===== src/rtl/tcm_pkg.sv =====
// tcm_pkg: shared constants, types and arithmetic helpers of the tone and chirp mixer.
// Used by tcm_ctrl, tcm_datapath and tone_chirp_mixer_top. No dependencies.
package tcm_pkg;

    localparam int PHASE_BITS_DEF    = 24;
    localparam int SINE_DEPTH_DEF    = 256;
    localparam int CHIRP_SAMPLES_DEF = 2202;
    localparam int CHIRP_ATTACK_DEF  = 110;
    localparam int CHIRP_RELEASE_DEF = 440;

    localparam int STEP_W  = 23;
    localparam int LEVEL_W = 15;
    localparam int SAMP_W  = 16;
    localparam int COUNT_W = 12;
    localparam int CFG_IDX_W = 3;

    localparam int Q_ONE        = 32768;
    localparam int TONE_TARGET  = 3932;
    localparam int GAIN_STEP    = 149;
    localparam int HAZARD_SCALE = 4588;
    localparam int CHIRP_SCALE  = 5243;
    localparam int STEP_RESET   = 762;

    // register indexes
    localparam logic [CFG_IDX_W-1:0] REG_TONE_ENABLE   = 3'd0;
    localparam logic [CFG_IDX_W-1:0] REG_TONE_STEP     = 3'd1;
    localparam logic [CFG_IDX_W-1:0] REG_HAZARD_ENABLE = 3'd2;
    localparam logic [CFG_IDX_W-1:0] REG_HAZARD_STEP   = 3'd3;
    localparam logic [CFG_IDX_W-1:0] REG_HAZARD_LEVEL  = 3'd4;
    localparam logic [CFG_IDX_W-1:0] REG_HAZARD_PAN    = 3'd5;

    // multiplier operations, one per cycle
    typedef enum logic [3:0] {
        OP_NONE = 4'd0,
        OP_TONE = 4'd1,
        OP_HAZ  = 4'd2,
        OP_HL   = 4'd3,
        OP_HR   = 4'd4,
        OP_CH   = 4'd5,
        OP_CV   = 4'd6,
        OP_CL   = 4'd7,
        OP_CR   = 4'd8
    } op_t;

    typedef struct packed {
        logic latch;   // take the input request
        logic evt;     // apply chirp start/stop
        logic prep;    // ramps, sine reads, envelope
        op_t  op;
        logic fin;     // commit state, load output
    } cmd_t;

    typedef struct packed {
        logic idle_frame;
        logic out_free;
    } status_t;

    // Q1.15 product truncated toward zero; b up to 32768
    function automatic logic signed [16:0] mulq15(logic signed [16:0] a, logic [16:0] b);
        logic [16:0] m;
        logic [33:0] p;
        logic [16:0] q;
        m = a[16] ? 17'(-a) : 17'(a);
        p = 34'(m) * 34'(b);
        q = p[31:15];
        return a[16] ? 17'(-q) : 17'(q);
    endfunction

    function automatic logic [15:0] ramp(logic [15:0] g, logic [15:0] t);
        logic [16:0] up;
        logic [16:0] lim;
        up  = 17'(g) + 17'(GAIN_STEP);
        lim = 17'(t) + 17'(GAIN_STEP);
        if (g < t) begin
            return (up > 17'(t)) ? t : up[15:0];
        end else if (g > t) begin
            return (17'(g) > lim) ? 16'(g - 16'(GAIN_STEP)) : t;
        end
        return g;
    endfunction

    function automatic logic [16:0] left_gain(logic signed [15:0] pan);
        return (pan > 0) ? 17'(Q_ONE - int'(pan)) : 17'(Q_ONE);
    endfunction

    function automatic logic [16:0] right_gain(logic signed [15:0] pan);
        return (pan < 0) ? 17'(Q_ONE + int'(pan)) : 17'(Q_ONE);
    endfunction

    // quarter-wave odd polynomial, Q14 coefficients
    function automatic logic signed [15:0] sine_val(int idx, int log2d);
        longint a;
        longint b;
        longint x;
        longint x2;
        longint t;
        longint t2;
        longint s;
        a  = ((longint'(idx) << 16) >> log2d) & 64'hFFFF;
        b  = a & 64'h7FFF;
        x  = (b < 16384) ? b : 32768 - b;
        x2 = (x * x) >> 14;
        t  = 21167 - ((x2 * 2611) >> 14);
        t2 = 51472 - ((x2 * t) >> 14);
        s  = (x * t2) >> 14;
        if (s > 32767) s = 32767;
        return (a >= 32768) ? 16'(-s) : 16'(s);
    endfunction

endpackage


===== src/rtl/tcm_ctrl.sv =====
// tcm_ctrl: sequencer of the mixer; steps the shared multiplier through its operations.
// Depends on tcm_pkg.
module tcm_ctrl (
    input  logic               aclk,
    input  logic               aresetn,
    input  logic               s_tvalid,
    output logic               s_tready,
    input  tcm_pkg::status_t   status,
    output tcm_pkg::cmd_t      cmd
);

    typedef enum logic [4:0] {
        S_IDLE = 5'b00001,
        S_EVT  = 5'b00010,
        S_PREP = 5'b00100,
        S_OP   = 5'b01000,
        S_FIN  = 5'b10000
    } state_t;

    state_t         state_reg, state_next;
    tcm_pkg::op_t   op_reg, op_next;

    always_ff @(posedge aclk) begin
        if (!aresetn) begin
            state_reg <= S_IDLE;
            op_reg    <= tcm_pkg::OP_NONE;
        end else begin
            state_reg <= state_next;
            op_reg    <= op_next;
        end
    end

    always_comb begin
        state_next = state_reg;
        op_next    = op_reg;
        unique case (state_reg)
            S_IDLE: begin
                if (s_tvalid) state_next = S_EVT;
            end
            S_EVT: state_next = S_PREP;
            S_PREP: begin
                if (status.idle_frame) begin
                    state_next = S_FIN;
                end else begin
                    state_next = S_OP;
                    op_next    = tcm_pkg::OP_TONE;
                end
            end
            S_OP: begin
                unique case (op_reg)
                    tcm_pkg::OP_TONE: op_next = tcm_pkg::OP_HAZ;
                    tcm_pkg::OP_HAZ:  op_next = tcm_pkg::OP_HL;
                    tcm_pkg::OP_HL:   op_next = tcm_pkg::OP_HR;
                    tcm_pkg::OP_HR:   op_next = tcm_pkg::OP_CH;
                    tcm_pkg::OP_CH:   op_next = tcm_pkg::OP_CV;
                    tcm_pkg::OP_CV:   op_next = tcm_pkg::OP_CL;
                    tcm_pkg::OP_CL:   op_next = tcm_pkg::OP_CR;
                    default: begin
                        op_next    = tcm_pkg::OP_NONE;
                        state_next = S_FIN;
                    end
                endcase
            end
            S_FIN: begin
                if (status.out_free) state_next = S_IDLE;
            end
            default: state_next = S_IDLE;
        endcase
    end

    assign s_tready  = (state_reg == S_IDLE);
    assign cmd.latch = (state_reg == S_IDLE) && s_tvalid;
    assign cmd.evt   = (state_reg == S_EVT);
    assign cmd.prep  = (state_reg == S_PREP);
    assign cmd.op    = (state_reg == S_OP) ? op_reg : tcm_pkg::OP_NONE;
    assign cmd.fin   = (state_reg == S_FIN) && status.out_free;

endmodule


===== src/rtl/tcm_datapath.sv =====
// tcm_datapath: config registers, voice state, sine table, shared Q1.15 multiplier, output register.
// Depends on tcm_pkg; driven by tcm_ctrl.
module tcm_datapath #(
    parameter int PHASE_BITS       = tcm_pkg::PHASE_BITS_DEF,
    parameter int SINE_TABLE_DEPTH = tcm_pkg::SINE_DEPTH_DEF,
    parameter int CHIRP_SAMPLES    = tcm_pkg::CHIRP_SAMPLES_DEF,
    parameter int CHIRP_ATTACK     = tcm_pkg::CHIRP_ATTACK_DEF,
    parameter int CHIRP_RELEASE    = tcm_pkg::CHIRP_RELEASE_DEF
) (
    input  logic                              aclk,
    input  logic                              aresetn,
    input  logic                              cfg_we,
    input  logic [tcm_pkg::CFG_IDX_W-1:0]     cfg_index,
    input  logic [tcm_pkg::STEP_W-1:0]        cfg_wdata,
    input  logic [87:0]                       s_tdata,
    input  logic [1:0]                        s_tuser,
    output logic                              m_tvalid,
    input  logic                              m_tready,
    output logic [31:0]                       m_tdata,
    input  tcm_pkg::cmd_t                     cmd,
    output tcm_pkg::status_t                  status
);

    localparam int LOG2D  = $clog2(SINE_TABLE_DEPTH);
    localparam int ATT_Q  = tcm_pkg::Q_ONE / CHIRP_ATTACK;
    localparam int ATT_R  = tcm_pkg::Q_ONE % CHIRP_ATTACK;
    localparam int REL_Q  = tcm_pkg::Q_ONE / CHIRP_RELEASE;
    localparam int REL_R  = tcm_pkg::Q_ONE % CHIRP_RELEASE;
    localparam int REL_Q0 = (CHIRP_SAMPLES * tcm_pkg::Q_ONE) / CHIRP_RELEASE;
    localparam int REL_R0 = (CHIRP_SAMPLES * tcm_pkg::Q_ONE) % CHIRP_RELEASE;
    localparam int RQ_W   = $clog2(REL_Q0 + 1);
    localparam int AR_W   = $clog2(CHIRP_ATTACK + 1);
    localparam int RR_W   = $clog2(CHIRP_RELEASE + 1) + 1;

    // sine table, constant
    logic signed [15:0] sine_rom [SINE_TABLE_DEPTH];
    for (genvar i = 0; i < SINE_TABLE_DEPTH; i++) begin : g_rom
        assign sine_rom[i] = tcm_pkg::sine_val(i, LOG2D);
    end

    // configuration
    logic                  tone_en_reg, haz_en_reg;
    logic [22:0]           tone_step_reg, haz_step_reg;
    logic [14:0]           haz_level_reg;
    logic signed [15:0]    haz_pan_reg;

    always_ff @(posedge aclk) begin
        if (!aresetn) begin
            tone_en_reg   <= 1'b0;
            tone_step_reg <= 23'(tcm_pkg::STEP_RESET);
            haz_en_reg    <= 1'b0;
            haz_step_reg  <= 23'(tcm_pkg::STEP_RESET);
            haz_level_reg <= '0;
            haz_pan_reg   <= '0;
        end else if (cfg_we) begin
            unique case (cfg_index)
                tcm_pkg::REG_TONE_ENABLE:   tone_en_reg   <= cfg_wdata[0];
                tcm_pkg::REG_TONE_STEP:     tone_step_reg <= cfg_wdata;
                tcm_pkg::REG_HAZARD_ENABLE: haz_en_reg    <= cfg_wdata[0];
                tcm_pkg::REG_HAZARD_STEP:   haz_step_reg  <= cfg_wdata;
                tcm_pkg::REG_HAZARD_LEVEL:  haz_level_reg <= cfg_wdata[14:0];
                tcm_pkg::REG_HAZARD_PAN:    haz_pan_reg   <= cfg_wdata[15:0];
                default: ;
            endcase
        end
    end

    // request fields
    logic signed [15:0] in_l_reg, in_r_reg;
    logic               start_reg, stop_reg;
    logic [22:0]        cstep_reg;
    logic [14:0]        clevel_reg;
    logic signed [15:0] cpan_reg;

    always_ff @(posedge aclk) begin
        if (cmd.latch) begin
            in_l_reg   <= s_tdata[15:0];
            in_r_reg   <= s_tdata[31:16];
            cstep_reg  <= s_tdata[54:32];
            clevel_reg <= s_tdata[69:55];
            cpan_reg   <= s_tdata[85:70];
            start_reg  <= s_tuser[0];
            stop_reg   <= s_tuser[1];
        end
    end

    // target and chirp volume, registered products of stable values
    logic [15:0] haz_tgt_reg, vv_reg;
    logic [14:0] cvol_reg;
    logic        haz_on;
    logic [27:0] haz_prod;
    logic [27:0] vv_prod;

    assign haz_on   = haz_en_reg && (haz_level_reg != '0);
    assign haz_prod = 28'(haz_level_reg) * 28'(tcm_pkg::HAZARD_SCALE);
    assign vv_prod  = 28'(cvol_reg) * 28'(tcm_pkg::CHIRP_SCALE);

    always_ff @(posedge aclk) begin
        haz_tgt_reg <= haz_on ? 16'(haz_prod[27:15]) : '0;
        vv_reg      <= 16'(vv_prod[27:15]);
    end

    // voice state
    logic [PHASE_BITS-1:0] tphase_reg, hphase_reg, cphase_reg, cinc_reg;
    logic [15:0]           tgain_reg, hgain_reg;
    logic [tcm_pkg::COUNT_W-1:0] left_reg, age_reg;
    logic signed [15:0]    cbal_reg;
    logic [16:0]           aq_reg;
    logic [AR_W-1:0]       ar_reg;
    logic [RQ_W-1:0]       rq_reg;
    logic [RR_W-1:0]       rr_reg;
    logic                  active_reg, pass_reg;

    // working values
    logic signed [15:0] sin_t_reg, sin_h_reg, sin_c_reg;
    logic [16:0]        env_reg, hlg_reg, hrg_reg, clg_reg, crg_reg;
    logic signed [16:0] tone_reg, h_reg, hl_reg, hr_reg, c_reg, cl_reg, cr_reg;

    logic [15:0] tone_target;
    assign tone_target = tone_en_reg ? 16'(tcm_pkg::TONE_TARGET) : '0;

    assign status.idle_frame = !tone_en_reg && (tgain_reg == '0) && !haz_on
                               && (hgain_reg == '0) && (left_reg == '0);

    // shared multiplier
    logic signed [16:0] mul_a, prod;
    logic [16:0]        mul_b;

    always_comb begin
        mul_a = '0;
        mul_b = '0;
        unique case (cmd.op)
            tcm_pkg::OP_TONE: begin mul_a = 17'(sin_t_reg); mul_b = 17'(tgain_reg); end
            tcm_pkg::OP_HAZ:  begin mul_a = 17'(sin_h_reg); mul_b = 17'(hgain_reg); end
            tcm_pkg::OP_HL:   begin mul_a = h_reg;          mul_b = hlg_reg;        end
            tcm_pkg::OP_HR:   begin mul_a = h_reg;          mul_b = hrg_reg;        end
            tcm_pkg::OP_CH:   begin mul_a = 17'(sin_c_reg); mul_b = env_reg;        end
            tcm_pkg::OP_CV:   begin mul_a = c_reg;          mul_b = 17'(vv_reg);    end
            tcm_pkg::OP_CL:   begin mul_a = c_reg;          mul_b = clg_reg;        end
            tcm_pkg::OP_CR:   begin mul_a = c_reg;          mul_b = crg_reg;        end
            default: ;
        endcase
    end
    assign prod = tcm_pkg::mulq15(mul_a, mul_b);

    always_ff @(posedge aclk) begin
        if (cmd.prep) begin
            cl_reg <= '0;
            cr_reg <= '0;
        end
        unique case (cmd.op)
            tcm_pkg::OP_TONE: tone_reg <= prod;
            tcm_pkg::OP_HAZ:  h_reg    <= prod;
            tcm_pkg::OP_HL:   hl_reg   <= prod;
            tcm_pkg::OP_HR:   hr_reg   <= prod;
            tcm_pkg::OP_CH:   c_reg    <= prod;
            tcm_pkg::OP_CV:   c_reg    <= prod;
            tcm_pkg::OP_CL:   cl_reg   <= active_reg ? prod : '0;
            tcm_pkg::OP_CR:   cr_reg   <= active_reg ? prod : '0;
            default: ;
        endcase
    end

    // release tracker step: left*32768 = rq*REL + rr, stepped down by 32768
    logic signed [RR_W:0] rr_dec;
    assign rr_dec = $signed({1'b0, rr_reg}) - $signed((RR_W+1)'(REL_R));

    logic [AR_W:0] ar_inc;
    assign ar_inc = (AR_W+1)'(ar_reg) + (AR_W+1)'(ATT_R);

    always_ff @(posedge aclk) begin
        if (cmd.prep) begin
            sin_t_reg <= sine_rom[tphase_reg[PHASE_BITS-1 -: LOG2D]];
            sin_h_reg <= sine_rom[hphase_reg[PHASE_BITS-1 -: LOG2D]];
            sin_c_reg <= sine_rom[cphase_reg[PHASE_BITS-1 -: LOG2D]];
            hlg_reg   <= tcm_pkg::left_gain(haz_pan_reg);
            hrg_reg   <= tcm_pkg::right_gain(haz_pan_reg);
            clg_reg   <= tcm_pkg::left_gain(cbal_reg);
            crg_reg   <= tcm_pkg::right_gain(cbal_reg);
            if (32'(age_reg) < CHIRP_ATTACK)        env_reg <= aq_reg;
            else if (32'(left_reg) < CHIRP_RELEASE) env_reg <= 17'(rq_reg);
            else                                    env_reg <= 17'(tcm_pkg::Q_ONE);
        end
    end

    always_ff @(posedge aclk) begin
        if (!aresetn) begin
            tphase_reg <= '0;
            hphase_reg <= '0;
            cphase_reg <= '0;
            cinc_reg   <= '0;
            tgain_reg  <= '0;
            hgain_reg  <= '0;
            left_reg   <= '0;
            age_reg    <= '0;
            cvol_reg   <= '0;
            cbal_reg   <= '0;
            aq_reg     <= '0;
            ar_reg     <= '0;
            rq_reg     <= '0;
            rr_reg     <= '0;
            active_reg <= 1'b0;
            pass_reg   <= 1'b0;
        end else begin
            if (cmd.evt) begin
                if (stop_reg || (start_reg && clevel_reg == '0)) begin
                    left_reg <= '0;
                end else if (start_reg) begin
                    cinc_reg   <= PHASE_BITS'(cstep_reg);
                    cvol_reg   <= clevel_reg;
                    cbal_reg   <= cpan_reg;
                    left_reg   <= tcm_pkg::COUNT_W'(CHIRP_SAMPLES);
                    age_reg    <= '0;
                    cphase_reg <= '0;
                    aq_reg     <= '0;
                    ar_reg     <= '0;
                    rq_reg     <= RQ_W'(REL_Q0);
                    rr_reg     <= RR_W'(REL_R0);
                end
            end
            if (cmd.prep) begin
                pass_reg   <= status.idle_frame;
                active_reg <= (left_reg != '0);
                if (!status.idle_frame) begin
                    tgain_reg <= tcm_pkg::ramp(tgain_reg, tone_target);
                    hgain_reg <= tcm_pkg::ramp(hgain_reg, haz_tgt_reg);
                end
            end
            if (cmd.fin && !pass_reg) begin
                tphase_reg <= tphase_reg + PHASE_BITS'(tone_step_reg);
                hphase_reg <= hphase_reg + PHASE_BITS'(haz_step_reg);
                if (active_reg) begin
                    cphase_reg <= cphase_reg + cinc_reg;
                    age_reg    <= age_reg + 1'b1;
                    left_reg   <= left_reg - 1'b1;
                    if (32'(age_reg) < CHIRP_ATTACK) begin
                        if (ar_inc >= (AR_W+1)'(CHIRP_ATTACK)) begin
                            aq_reg <= aq_reg + 17'(ATT_Q) + 17'd1;
                            ar_reg <= AR_W'(ar_inc - (AR_W+1)'(CHIRP_ATTACK));
                        end else begin
                            aq_reg <= aq_reg + 17'(ATT_Q);
                            ar_reg <= AR_W'(ar_inc);
                        end
                    end
                    if (rr_dec < 0) begin
                        rq_reg <= rq_reg - RQ_W'(REL_Q) - 1'b1;
                        rr_reg <= RR_W'(rr_dec + (RR_W+1)'(CHIRP_RELEASE));
                    end else begin
                        rq_reg <= rq_reg - RQ_W'(REL_Q);
                        rr_reg <= RR_W'(rr_dec);
                    end
                end
            end
        end
    end

    // final sums and output register
    logic signed [18:0] sum_l, sum_r;
    logic signed [15:0] sat_l, sat_r;
    logic               m_tvalid_reg;
    logic [31:0]        m_tdata_reg;

    assign sum_l = 19'(in_l_reg) + 19'(tone_reg) + 19'(cl_reg) + 19'(hl_reg);
    assign sum_r = 19'(in_r_reg) + 19'(tone_reg) + 19'(cr_reg) + 19'(hr_reg);
    assign sat_l = (sum_l > 19'sd32767) ? 16'sh7FFF :
                   (sum_l < -19'sd32768) ? 16'sh8000 : sum_l[15:0];
    assign sat_r = (sum_r > 19'sd32767) ? 16'sh7FFF :
                   (sum_r < -19'sd32768) ? 16'sh8000 : sum_r[15:0];

    assign status.out_free = !m_tvalid_reg || m_tready;

    always_ff @(posedge aclk) begin
        if (!aresetn) begin
            m_tvalid_reg <= 1'b0;
        end else if (cmd.fin) begin
            m_tvalid_reg <= 1'b1;
        end else if (m_tready) begin
            m_tvalid_reg <= 1'b0;
        end
    end

    always_ff @(posedge aclk) begin
        if (cmd.fin) begin
            m_tdata_reg <= pass_reg ? {in_r_reg, in_l_reg} : {sat_r, sat_l};
        end
    end

    assign m_tvalid = m_tvalid_reg;
    assign m_tdata  = m_tdata_reg;

endmodule


===== src/rtl/tone_chirp_mixer_top.sv =====
// Sequence: a silent frame runs event, prepare and commit; when voices sound it runs event, prepare,
// eight multiplier steps and commit. The result is registered at commit.
// A request is taken only while the sequencer is idle, so each frame is finished, with any wait on m_tready
// at commit, before the next is taken; the eight products share one 17x17 multiplier.
// Output register lets the next request enter while a result waits.
// Reset: aresetn synchronous, active low; clears voices, chirp, output valid and config registers to defaults.
module tone_chirp_mixer_top #(
    parameter int PHASE_BITS       = tcm_pkg::PHASE_BITS_DEF,
    parameter int SINE_TABLE_DEPTH = tcm_pkg::SINE_DEPTH_DEF,
    parameter int CHIRP_SAMPLES    = tcm_pkg::CHIRP_SAMPLES_DEF,
    parameter int CHIRP_ATTACK     = tcm_pkg::CHIRP_ATTACK_DEF,
    parameter int CHIRP_RELEASE    = tcm_pkg::CHIRP_RELEASE_DEF
) (
    input  logic                          aclk,
    input  logic                          aresetn,
    input  logic                          cfg_we,
    input  logic [tcm_pkg::CFG_IDX_W-1:0] cfg_index,
    input  logic [tcm_pkg::STEP_W-1:0]    cfg_wdata,
    input  logic                          s_tvalid,
    output logic                          s_tready,
    // in_left, in_right, chirp_step, chirp_level, chirp_pan, 2 zero bits
    input  logic [87:0]                   s_tdata,
    // chirp_start, chirp_stop
    input  logic [1:0]                    s_tuser,
    output logic                          m_tvalid,
    input  logic                          m_tready,
    // out_left, out_right
    output logic [31:0]                   m_tdata
);

    tcm_pkg::cmd_t    cmd;
    tcm_pkg::status_t status;

    tcm_ctrl u_ctrl (
        .aclk     (aclk),
        .aresetn  (aresetn),
        .s_tvalid (s_tvalid),
        .s_tready (s_tready),
        .status   (status),
        .cmd      (cmd)
    );

    tcm_datapath #(
        .PHASE_BITS       (PHASE_BITS),
        .SINE_TABLE_DEPTH (SINE_TABLE_DEPTH),
        .CHIRP_SAMPLES    (CHIRP_SAMPLES),
        .CHIRP_ATTACK     (CHIRP_ATTACK),
        .CHIRP_RELEASE    (CHIRP_RELEASE)
    ) u_dp (
        .aclk      (aclk),
        .aresetn   (aresetn),
        .cfg_we    (cfg_we),
        .cfg_index (cfg_index),
        .cfg_wdata (cfg_wdata),
        .s_tdata   (s_tdata),
        .s_tuser   (s_tuser),
        .m_tvalid  (m_tvalid),
        .m_tready  (m_tready),
        .m_tdata   (m_tdata),
        .cmd       (cmd),
        .status    (status)
    );

endmodule


===== config.mk =====
export PLATFORM = sky130hd
export DESIGN_NAME = tone_chirp_mixer_top
export DESIGN_NICKNAME = d
export VERILOG_FILES = /design/src/rtl/tcm_pkg.sv /design/src/rtl/tcm_ctrl.sv /design/src/rtl/tcm_datapath.sv /design/src/rtl/tone_chirp_mixer_top.sv
export SDC_FILE = /design/constraint.sdc
export NUM_CORES = 2
export LEC_CHECK = 0
export BUFFER_PORTS_ARGS = -buffer_cell sky130_fd_sc_hd__buf_2
export CORE_MARGIN = 2
export CORE_UTILIZATION = 60
export CTS_CLUSTER_DIAMETER = 200
export DETAILED_ROUTE_END_ITERATION = 10
export PLACE_DENSITY = 0.83
export SYNTH_ARGS = -nofsm -noshare
export SYNTH_HDL_FRONTEND = slang
export SYNTH_SLANG_ARGS = --single-unit

===== constraint.sdc =====
create_clock -name aclk -period 13.49 [get_ports aclk]
set_clock_uncertainty 0.05 [all_clocks]
set_input_delay 0.6745 -clock aclk [delete_from_list [all_inputs] [get_ports aclk]]
set_output_delay 0.6745 -clock aclk [all_outputs]
set_load 0.1 [all_outputs]

==> metrics.md <==
| Metric | Value |
|---|---|
| Largest net degree at the start of global routing | 98 |
| GPL Wtd Cong | 1.04 |
| Post-DP HPWL | 150000 um |
| Number of remaining DRC errors | 0 |
| Psw | 1.83 mW |
| Pleak | 29.2 nW |
| Hold Fails Final Rpt | 0 |
| Top Ports | 155 |
| Final instance area | 71000 um2 |
| Placement Cell Area | 68100 um2 |
| Die ar. | 113000 um2 |
| Number of synthesized flops with an enable pin | 370 |
| Unrepaired setup endpoints after global routing | false |
| Port Buffers | 152 |
| Crit path launch type | flip-flop |
| CTS H-tree lvls | 3 |
| Tmin final | 12.14 ns |
| Final period util | 90.0% |
| Max cap viols | 0 |
| Hold Crit Class | in -> reg |
| First DRT Iteration DRCs | 9401 |
| Hold endpoint | u_dp.cstep_reg[21] |
| Ys flop type | edfxtp_1 |
| Post-synth cell types | 96 |
| Clk buf depth | 3 |
| Initial antenna violation count | 5 |
| Power Internal | 4.31 mW |
| Routed vias | 61200 |
| # resized after CTS | 0 |
| Worst r2r path cells | 32 |
| Crit Path Max Fanout | 52 |
| Nets | 8835 |
| First-pass GRT wire length | 326000 um |
| Register area share after synthesis | 27.2% |
| Clock Tree Root | clkbuf_16 |
| Total Routing Usage GR | 36.3% |
| Busiest grt layer | met2 |
| Routed WL | 210000 um |
| Status | completed |
| M3 GR Usage | 8.28% |
| Setup violators final | 0 |
| Pre-antenna DRT Iters | 10 |
| Layout cells sized above 1 | 6.66% |
| Largest stage delay, worst path | 0.98 ns |
| Final core utilization | 64.4% |
| Most frequent CP cell | fa_1 |
| Power per cell area | 86.5 nW/um2 |
| Total CTS buffers | 79 |
| Hold Crit Depth | 1 |
| Syn avg cell area | 8.37 um2 |
| Via density | 6.57 |
| Post-route antenna net violation count | 0 |
| Hold_sp | s_tdata[53] |
| Comb power frac | 19.4% |
| Total standard cell area after synthesis | 66400 um2 |
| Clock sinks | 716 |
| Worst flop-to-flop path endpoint | u_dp.h_reg[16] |
| Die Y | 337 um |
| FF+latch count, synth | 716 |
| Part of the power in registers | 41.5% |
| Ys Warns | 0 |
| Core box area | 110000 um2 |
| Critical Path End Type | flip-flop |
| Worst vdd ir | 0.0000838 V |
| Clock power frac | 39.0% |
| Worst path slowest cell | dfxtp_2 |
| Chip Width | 337 um |
| R2R Path Start | u_ctrl.op_reg[1] |
| Worst Path Required | 13.79 ns |
| Post-synth ARST share | 0% |
| Vias in the first global route | 58800 |
| Gr ovfl total | 0 |
| Crit path launch | u_ctrl.op_reg[1] |
| DR WL/cell | 22.5 um |
| Arrival @ worst endpoint | 12.44 ns |
| WS Path Type | reg -> reg |
| Gate count of the mapped netlist | 7937 |
| Worst skew pair latency | 0.68 ns |
| Largest register FFs | 32 |
| Post-Route Setup TNS | 0 ns |
| P&R area growth vs syn | 6.86% |
| R2R setup slack | 1.35 ns |
| Maximum clock rate | 82.4 MHz |
| Slew HR | 8.98% |
| Worst-margin pin slew | 1.35 ns |
| GR Util met1 | 47.5% |
| CTS clk-pin slew, worst paths | 0.07 ns |
| Setup Buffers After CTS | 0 |
| CTS tree | done |
| CTS Hold Buffers Added | 0 |
| Cell row count | 122 |
| Met2 Track Usage GR | 56.1% |
| Starting density of the core | 60.3% |
| Switching Share | 29.8% |
| Slew Limit Fails | 0 |
==> worst max-delay path: cells and delay by family (launching register included) <==
family	cells	cell delay, ns
DFF	1	0.98
AOI/OAI and AO/OA	8	2.44
adders and majority gates	8	3.93
xor gates and xnor gates	2	1.23
buffers and inverters	5	0.39
and+or+nand+nor	9	2.73
==> cell type report <==
type	instances	area [um2]
multi-input cells	6046	44100
clock inverters	47	664
flip-flops and latches	716	18100
clock buffers	101	2270
inverters	667	2510
diodes	2	5.00
well taps	1488	1860
repair buffers	256	1550
fillers	9057	39200
==> Yosys cell counts (all sizes together) (39+ instances only) <==
library cell | n | area (um2)
a31oi | 69 | 432
a21o | 83 | 623
o22ai | 53 | 332
xnor2 | 169 | 1480
nor2 | 661 | 2480
a21boi | 69 | 518
inv | 661 | 2480
a221oi | 48 | 433
buf | 96 | 395
clkbuf | 413 | 1550
nand2b | 73 | 457
a311oi | 39 | 342
o311ai | 47 | 412
nor3 | 148 | 746
and2 | 126 | 788
edfxtp | 370 | 11100
nand3 | 177 | 886
a21oi | 633 | 3170
xor2 | 118 | 1030
o21a | 54 | 405
o31ai | 42 | 315
o21ai | 515 | 2580
and3 | 54 | 338
a211oi | 73 | 553
nand2 | 1016 | 3810
dfxtp | 346 | 6930
a22oi | 63 | 473
or3 | 46 | 293
o211ai | 94 | 706
fa | 421 | 8430
ha | 527 | 6590
nor2b | 117 | 732
==> metrics by stage <==
step | power, mW | hold slack (ns) | instances | setup WS (ns)
floorplan | 3.42 | 0.390 | 7938 | 3.84
global placement | 3.69 | 0.398 | 9173 | 2.11
detailed placement | 3.74 | 0.404 | 9173 | 1.90
CTS | 6.14 | 0.0837 | 9321 | 1.68
global route | 6.37 | 0.102 | 9321 | 1.02
finish | 6.14 | 0.122 | 9323 | 1.35
==> cell usage in the layout, fill, tap and decap left out, types with 118 or more instances in the layout <==
cell and n:
ha_1 527, nand2_1 1016, nand3_1 176, nor2_1 658
edfxtp_1 370, xor2_1 118, a21oi_1 633, and2_1 123
nor3_1 144, fa_1 421, inv_1 657, xnor2_1 167
buf_2 151, o21ai_0 510, dfxtp_1 330
==> power groups by stage <==
| stage | Combinational (mW) | Sequential (mW) | Clock [mW] |
|---|---|---|---|
| after floorplan | 0.799 | 2.62 | 0 |
| after global placement | 1.10 | 2.59 | 0 |
| after detailed placement | 1.15 | 2.59 | 0 |
| after CTS | 1.17 | 2.55 | 2.42 |
| after global routing | 1.31 | 2.56 | 2.51 |
| final | 1.19 | 2.55 | 2.40 |
==> routing by layer <==
layer	part of all wire [%]	wire, um
met5	0.011	24
met1	38	80300
met4	5.9	12300
met2	44	92700
met3	12	24300
==> worst max path at each step <==
stage | slack [ns] | endpoint
final | 1.35 | u_dp.h_reg[16]
after global routing | 1.02 | u_dp.c_reg[16]
after CTS | 1.68 | u_dp.hr_reg[12]
after detailed placement | 1.90 | u_dp.tone_reg[16]
after global placement | 2.11 | u_dp.hr_reg[16]
after floorplan | 3.84 | u_dp.c_reg[16]
==> cells by family after synthesis <==
logic type               Yosys count  share of synthesized area [%]
AND/OR/NAND/NOR                 2610                           18.0
AO/OA/AOI/OAI                   2141                           20.5
buffers and inverters           1176                           6.70
adder cells (fa/ha/maj)          950                           22.6
flip-flops                       716                           27.2
XOR/XNOR                         288                           3.82
multiplexers                      55                           1.13
other                              1                        0.00565
Power figures use the tool's default switching activity.
